==> config.mk <==
export PLATFORM = sky130hd
export DESIGN_NAME = fixed_frame_command_parser_unit
export DESIGN_NICKNAME = d
export VERILOG_FILES = /design/src/ffcp_pkg.sv /design/src/fixed_frame_command_parser_unit.sv /design/src/ffcp_parser.sv /design/src/ffcp_result_reg.sv
export VERILOG_INCLUDE_DIRS = /design/src /design/src/src
export SDC_FILE = /design/constraint.sdc
export NUM_CORES = 1
export LEC_CHECK = 0
export CAP_MARGIN = 20
export CORE_ASPECT_RATIO = 1.75
export CORE_MARGIN = 5
export CORE_UTILIZATION = 60
export DETAILED_ROUTE_END_ITERATION = 16
export DONT_BUFFER_PORTS = 1
export GPL_ROUTABILITY_DRIVEN = 0
export PLACE_DENSITY = 0.77
export SYNTH_ARGS = -nofsm -noshare
export SYNTH_HDL_FRONTEND = slang
export SYNTH_SLANG_ARGS = --single-unit
export TNS_END_PERCENT = 20
==> constraint.sdc <==
create_clock -name clk -period 3.8 [get_ports clk]
set_clock_uncertainty 0.15 [all_clocks]
set_input_delay 1.14 -clock clk [delete_from_list [all_inputs] [get_ports clk]]
set_output_delay 1.14 -clock clk [all_outputs]
set_load 0.05 [all_outputs]
==> src/assert_macros.svh <==
// Assertion macros shared by the RTL files of the frame parser.
`ifndef ASSERT_MACROS_SVH
`define ASSERT_MACROS_SVH

// Check that c holds in the same cycle as a.
`define ASSERT_SAME(label, clk, rst, a, c) \
  label: assert property (@(posedge clk) disable iff (rst) (a) |-> (c)) \
    else $error("assertion failed: same-cycle implication");

// Check that c holds in the cycle after a.
`define ASSERT_NEXT(label, clk, rst, a, c) \
  label: assert property (@(posedge clk) disable iff (rst) (a) |=> (c)) \
    else $error("assertion failed: next-cycle implication");

`endif

==> src/ffcp_pkg.sv <==
// Package with the types and constants of the fixed frame command parser.
package ffcp_pkg;

  localparam logic [7:0] HDR_FIRST  = 8'h2C;
  localparam logic [7:0] HDR_SECOND = 8'h12;
  localparam logic [7:0] FRAME_TAIL = 8'h5B;
  localparam logic [7:0] FILL_BYTE  = 8'hFF;

  localparam int FRAME_LEN = 6;
  localparam int IDX_W     = 3;
  localparam logic [IDX_W-1:0] FRAME_LEN_IDX = IDX_W'(FRAME_LEN);

  localparam int OUT_DATA_W = 32;

  typedef enum logic [1:0] {
    PH_HDR1  = 2'd0,
    PH_HDR2  = 2'd1,
    PH_RECV  = 2'd2,
    PH_CHECK = 2'd3
  } phase_t;

  typedef enum logic [1:0] {
    ST_ACCEPTED = 2'd0,
    ST_BAD      = 2'd1,
    ST_NO_TAIL  = 2'd2
  } status_t;

  typedef struct packed {
    logic [7:0] stop_flag;
    logic [7:0] start_flag;
    logic [7:0] target_item;
    status_t    frame_status;
  } result_t;

endpackage

==> src/fixed_frame_command_parser_unit.sv <==
// Top level of the fixed frame command parser.
// Takes one received byte per transfer and parses six-byte frames of the form
// 0x2C, 0x12, three payload bytes, 0x5B. Bytes pass through an input register
// and then a single pass of compare logic that updates the parser state; the
// block takes a byte each cycle unless stalled. Only the byte after a completed
// frame (six bytes stored, or an early 0x5B) yields a result, and that byte
// itself is dropped: the result is status (0 accepted, 1 terminator seen but
// check failed, 2 terminator missing) plus the three held command bytes.
// Result valid rises once the check byte has passed the input register and
// its result is loaded into the output register. A result waits in the
// output register while the downstream side stalls; only a check byte that
// meets a full output register holds the input register, all other bytes
// advance regardless. A wrong header byte or a missing terminator fills the
// frame buffer with 0xFF.
`include "assert_macros.svh"

module fixed_frame_command_parser_unit (
  input  logic                            clk,
  input  logic                            rst,
  input  logic                            s_tvalid,
  output logic                            s_tready,
  input  logic [7:0]                      s_tdata,   // [7:0] rx_byte
  output logic                            m_tvalid,
  input  logic                            m_tready,
  // [1:0] frame_status, [9:2] target_item, [17:10] start_flag,
  // [25:18] stop_flag, [31:26] zero
  output logic [ffcp_pkg::OUT_DATA_W-1:0] m_tdata
);
  import ffcp_pkg::*;

  logic       in_valid;
  logic [7:0] in_byte;
  logic       check;
  logic       out_free;
  logic       advance;
  result_t    result;

  // Advance the held byte unless it needs the output register and that is busy.
  assign advance  = in_valid && (!check || out_free);
  assign s_tready = !in_valid || advance;

  always_ff @(posedge clk) begin
    if (rst) begin
      in_valid <= 1'b0;
    end else if (s_tready) begin
      in_valid <= s_tvalid;
    end
  end

  always_ff @(posedge clk) begin
    if (s_tready && s_tvalid) begin
      in_byte <= s_tdata;
    end
  end

  ffcp_parser u_parser (
    .clk     (clk),
    .rst     (rst),
    .step    (advance),
    .rx_byte (in_byte),
    .check   (check),
    .result  (result)
  );

  ffcp_result_reg u_result (
    .clk      (clk),
    .rst      (rst),
    .load     (advance && check),
    .result   (result),
    .free     (out_free),
    .m_tvalid (m_tvalid),
    .m_tready (m_tready),
    .m_tdata  (m_tdata)
  );

  // A held byte that cannot advance must stay put.
  `ASSERT_NEXT(a_hold_byte, clk, rst, in_valid && !advance, in_valid && $stable(in_byte))
  // A stall of the input side only comes from a waiting result.
  `ASSERT_SAME(a_stall_cause, clk, rst, !s_tready, check && m_tvalid && !m_tready)
  // A loaded result shows up as valid in the next cycle.
  `ASSERT_NEXT(a_result_shown, clk, rst, advance && check, m_tvalid)

endmodule

==> src/ffcp_parser.sv <==
// Frame parser state: phase, write index, frame buffer and held command bytes.
`include "assert_macros.svh"

module ffcp_parser (
  input  logic            clk,
  input  logic            rst,
  input  logic            step,
  input  logic [7:0]      rx_byte,
  output logic            check,
  output ffcp_pkg::result_t result
);
  import ffcp_pkg::*;

  phase_t           phase, phase_next;
  logic [IDX_W-1:0] write_index, write_index_next;
  logic [7:0]       frame_buffer [FRAME_LEN];
  logic [7:0]       frame_buffer_next [FRAME_LEN];
  logic [7:0]       held_item, held_item_next;
  logic [7:0]       held_start, held_start_next;
  logic [7:0]       held_stop, held_stop_next;

  logic [IDX_W-1:0] idx_inc;
  logic [IDX_W-1:0] last_idx;
  logic [7:0]       last_byte;
  logic             tail_ok;
  logic             frame_ok;

  assign idx_inc  = write_index + IDX_W'(1);
  assign last_idx = write_index - IDX_W'(1);

  // Pick the last stored byte; a slot outside the buffer never matches.
  always_comb begin
    last_byte = 8'h00;
    for (int i = 0; i < FRAME_LEN; i++) begin
      if (last_idx == IDX_W'(i)) begin
        last_byte = frame_buffer[i];
      end
    end
  end

  assign tail_ok  = (last_idx < FRAME_LEN_IDX) && (last_byte == FRAME_TAIL);
  assign frame_ok = (frame_buffer[0] == HDR_FIRST) && (frame_buffer[1] == HDR_SECOND) &&
                    (frame_buffer[5] == FRAME_TAIL);

  // Next state.
  always_comb begin
    phase_next       = phase;
    write_index_next = write_index;
    frame_buffer_next = frame_buffer;
    held_item_next   = held_item;
    held_start_next  = held_start;
    held_stop_next   = held_stop;
    case (phase)
      PH_HDR1, PH_HDR2: begin
        if ((phase == PH_HDR1 && rx_byte == HDR_FIRST) ||
            (phase == PH_HDR2 && rx_byte == HDR_SECOND)) begin
          phase_next = (phase == PH_HDR1) ? PH_HDR2 : PH_RECV;
          for (int i = 0; i < FRAME_LEN; i++) begin
            if (write_index == IDX_W'(i)) frame_buffer_next[i] = rx_byte;
          end
          write_index_next = idx_inc;
        end else begin
          phase_next       = PH_HDR1;
          write_index_next = '0;
          for (int i = 0; i < FRAME_LEN; i++) frame_buffer_next[i] = FILL_BYTE;
        end
      end
      PH_RECV: begin
        for (int i = 0; i < FRAME_LEN; i++) begin
          if (write_index == IDX_W'(i)) frame_buffer_next[i] = rx_byte;
        end
        write_index_next = idx_inc;
        if (idx_inc >= FRAME_LEN_IDX || rx_byte == FRAME_TAIL) begin
          phase_next = PH_CHECK;
        end
      end
      PH_CHECK: begin
        phase_next       = PH_HDR1;
        write_index_next = '0;
        if (tail_ok) begin
          if (frame_ok) begin
            held_item_next  = frame_buffer[2];
            held_start_next = frame_buffer[3];
            held_stop_next  = frame_buffer[4];
          end
        end else begin
          for (int i = 0; i < FRAME_LEN; i++) frame_buffer_next[i] = FILL_BYTE;
        end
      end
      default: begin
        phase_next = PH_HDR1;
      end
    endcase
  end

  // Outputs: only a check byte yields a result.
  always_comb begin
    check               = (phase == PH_CHECK);
    result.target_item  = held_item_next;
    result.start_flag   = held_start_next;
    result.stop_flag    = held_stop_next;
    if (!tail_ok) begin
      result.frame_status = ST_NO_TAIL;
    end else if (frame_ok) begin
      result.frame_status = ST_ACCEPTED;
    end else begin
      result.frame_status = ST_BAD;
    end
  end

  always_ff @(posedge clk) begin
    if (rst) begin
      phase       <= PH_HDR1;
      write_index <= '0;
      held_item   <= '0;
      held_start  <= '0;
      held_stop   <= '0;
      for (int i = 0; i < FRAME_LEN; i++) frame_buffer[i] <= '0;
    end else if (step) begin
      phase       <= phase_next;
      write_index <= write_index_next;
      held_item   <= held_item_next;
      held_start  <= held_start_next;
      held_stop   <= held_stop_next;
      frame_buffer <= frame_buffer_next;
    end
  end

  `ASSERT_SAME(a_recv_idx, clk, rst, phase == PH_RECV, write_index >= IDX_W'(2) && write_index < FRAME_LEN_IDX)
  `ASSERT_SAME(a_check_idx, clk, rst, phase == PH_CHECK, write_index >= IDX_W'(3) && write_index <= FRAME_LEN_IDX)
  `ASSERT_SAME(a_hdr_idx, clk, rst, phase == PH_HDR1, write_index == '0)

endmodule

==> src/ffcp_result_reg.sv <==
// Result register that holds one parse result until the downstream side takes it.
module ffcp_result_reg (
  input  logic                            clk,
  input  logic                            rst,
  input  logic                            load,
  input  ffcp_pkg::result_t               result,
  output logic                            free,
  output logic                            m_tvalid,
  input  logic                            m_tready,
  output logic [ffcp_pkg::OUT_DATA_W-1:0] m_tdata
);
  import ffcp_pkg::*;

  result_t held;

  assign free     = !m_tvalid || m_tready;
  assign m_tdata  = {(OUT_DATA_W - $bits(result_t))'(0), held};

  always_ff @(posedge clk) begin
    if (rst) begin
      m_tvalid <= 1'b0;
    end else if (load) begin
      m_tvalid <= 1'b1;
    end else if (m_tready) begin
      m_tvalid <= 1'b0;
    end
  end

  always_ff @(posedge clk) begin
    if (load) begin
      held <= result;
    end
  end

endmodule
==> out/qor.yml <==
status: "complete, no violations"
clk_pin_slew_ns: 0.05
dr_total_vias: 4519
final_nets: 573
final.period_utilization: 0.8852
ys.flop_type: "dfxtp_1"
wl_per_cell_um: 19.93
dp_hpwl_um: 9050
die_area_mm2: 0.01203
hold_viol_final: 0
drv_cap: 0
worst_slew_pin_slew_ns: 1.192
antenna_found_initial: 0
synth_adder_area_share: 0.01691
grt_max_degree: 104
cts_buffers: 17
first_pass_iters: 7
area_growth_pct: 11.24
root_buffer: "clkbuf_16"
setup_viol: 0
synthTopCellsByCount: "96 x a2111oi_0, 79 x dfxtp_1, 58 x inv_1"
setup_ws_ns: 0.4361
ys_ff_latch: 113
mappedNetlistArea_mm2: 0.005921
critPathKind: "flip-flop to flip-flop"
synth_compound_area_frac: 0.2213
synth_edf_count: 34
synth_cell_types: 51
design_area_mm2: 0.006586
yosys.area_share.simple: 0.1410
portBuffers: 0
setup-tns-final_ns: 0
start_util: 0.6048
yosysMostFrequentCell: "a2111oi_0"
synth_top_cell_by_area: "dfxtp_1"
holdPathEnd: "u_parser.held_item[5]"
crit_fanout: 24
avgSynthCellArea_um2: 10.35
post-place-ws_ns: 0.4869
ant_nets: 0
async_reset_ff_frac: 0
required_ns: 3.81
r2r-start: "u_parser.write_index[0]"
hold_class: "flip-flop to flip-flop"
cts_resized: 0
fmax_ghz: 0.2973
critPathLaunchType: "flip-flop"
leakage_uw: 0.002154
h-tree-depth: 4
grt_pass1_wl_um: 22350
holdBufCountCts: 0
cts_buffer_depth: 2
muxShareOfSynthArea: 0.09890
slew-limit-headroom: 0.1987
r2r_slack_ns: 0.44
endpoint_kind: "flip-flop"
wirelength_um: 13770
cts_setup_buffers: 0
cts_tree: "yes"
postSynthCellCount: 572
die_w_um: 85.09
drive_gt1_frac: 0.1502
first_global_vias: 4446
finalMaxSlewViolations: 0
core_mm2: 0.009789
hold_path_depth: 2
post-route-util: 0.6728
rsz0062_at_grt: "false"
irDropWorstVdd_mv: 0.3708
timing.rr.end: "u_result.m_tdata[17]"
synth_top_family_by_area: "compound AO/OA/AOI/OAI gates"
crit_start: "u_parser.write_index[0]"
die_h_um: 141.4
seq_area_frac_synth: 0.4396
gr-total-overflow: 0
synth_xor_xnor_area_share: 0.001479
worst_ep_arrival_time_ns: 3.37
p_total_uw: 3226
drc_errors: 0
row_count: 48
netlist.area_leader.share: 0.2671
clk_latency_ns: 0.41
drt_iter0_drc: 407
ys_warn_count: 0
routed_via_density: 6.540
diodes: 0
grt_use_total: 0.2357
p_per_area_mw_per_mm2: 489.8
ys_top_cells_by_area: "dfxtp_1 27%, edfxtp_1 17%, a2111oi_0 14%"
r2r_cells: 8
ioPinCount: 46
holdCritStartpoint: "u_parser.held_item[5]"
period_needed_ns: 3.364
placed_area_mm2: 0.005931
cts_sinks: 113
-- worst max-delay path by stage --
stage,endpoint,slack [ns]
4_1_cts,u_result.m_tdata[17],0.46
2_1_floorplan,s_tready,0.73
5_1_grt,u_result.m_tdata[25],0.31
3_3_place_gp,u_result.m_tdata[8],0.59
6_report,u_result.m_tdata[17],0.44
3_5_place_dp,u_result.m_tdata[25],0.49
-- report_power, final --
part	total (uW)	internal, uW	leakage (uW)	switching (uW)
Combinational	134	54.0	0.000936	79.8
Sequential	1370	1290	0.000913	76.3
Clock	1720	1180	0.000306	545
Total	3230	2520	0.00215	701
-- layer usage --
layer,vias to the layer above,wire length (um),GRT usage
met3,65,795,0.06973
li1,2141,-,-
met1,2135,5326,0.2616
met4,0,872,0.1626
met5,-,0,0
met2,178,6781,0.3824
-- per-stage QoR --
stage	instances	hold WS, ns
after floorplan	577	0.2964
after global placement	658	0.3051
after detailed placement	658	0.3131
after CTS	690	0.3250
after global routing	691	0.3449
final	691	0.3230
-- worst max-delay path, cell delays in order (launching register included) --
cell       delay (ns)
dfxtp_1          0.46
inv_1            0.13
ha_1             0.31
nand4bb_1        0.23
o41ai_1          0.49
nor2_2           0.16
a2111oi_4        0.35
buf_4            0.44
mux2_2           0.39
-- sequential cells by signal (all words and copies together) (netlist names) --
register               cells
u_parser.held_item         8
u_parser.held_stop         8
u_parser.write_index       3
u_parser.phase             2
u_parser.held_start        8
in_byte                    8
u_parser.frame_buffer     48
u_result.m_tdata          26
in_valid                   1
u_result.m_tvalid          1
-- layout make-up --
cell class / instances / area, um2
sequential: 113 / 2603
clock buffer: 19 / 442.9
tap: 125 / 156.4
inverter: 58 / 217.7
clock inverter: 13 / 207.7
timing repair buffer: 9 / 77.57
fill: 716 / 3203
multi-input combinational: 354 / 2882
-- cells by family after synthesis --
kind of cell,count (synthesis)
compound gates,151
simple gates,140
flops,113
buf+inv,110
mux,48
fa+ha+maj,8
other cells,1
xor+xnor,1
-- layout by cell type, fill, tap and decap left out, types with 2 or more instances in the layout --
cell type / instances
nand4b_1: 5
o31ai_1: 4
ha_1: 8
clkinv_2: 2
nand2b_1: 49
conb_1: 6
mux2i_1: 24
bufinv_16: 5
edfxtp_1: 34
nand2_1: 15
clkinvlp_4: 4
inv_1: 58
a21oi_1: 8
buf_4: 7
dfxtp_1: 79
a2111oi_4: 2
a22oi_1: 3
mux2_4: 20
clkbuf_16: 17
nor4_1: 2
mux2_2: 4
nand3_1: 6
a211oi_1: 25
or2_2: 8
nor2_1: 33
nor3_1: 4
nand4bb_1: 4
nor4bb_1: 2
a2111oi_0: 96
a21o_1: 2
a211o_1: 2
Power figures use the tool's default switching activity.
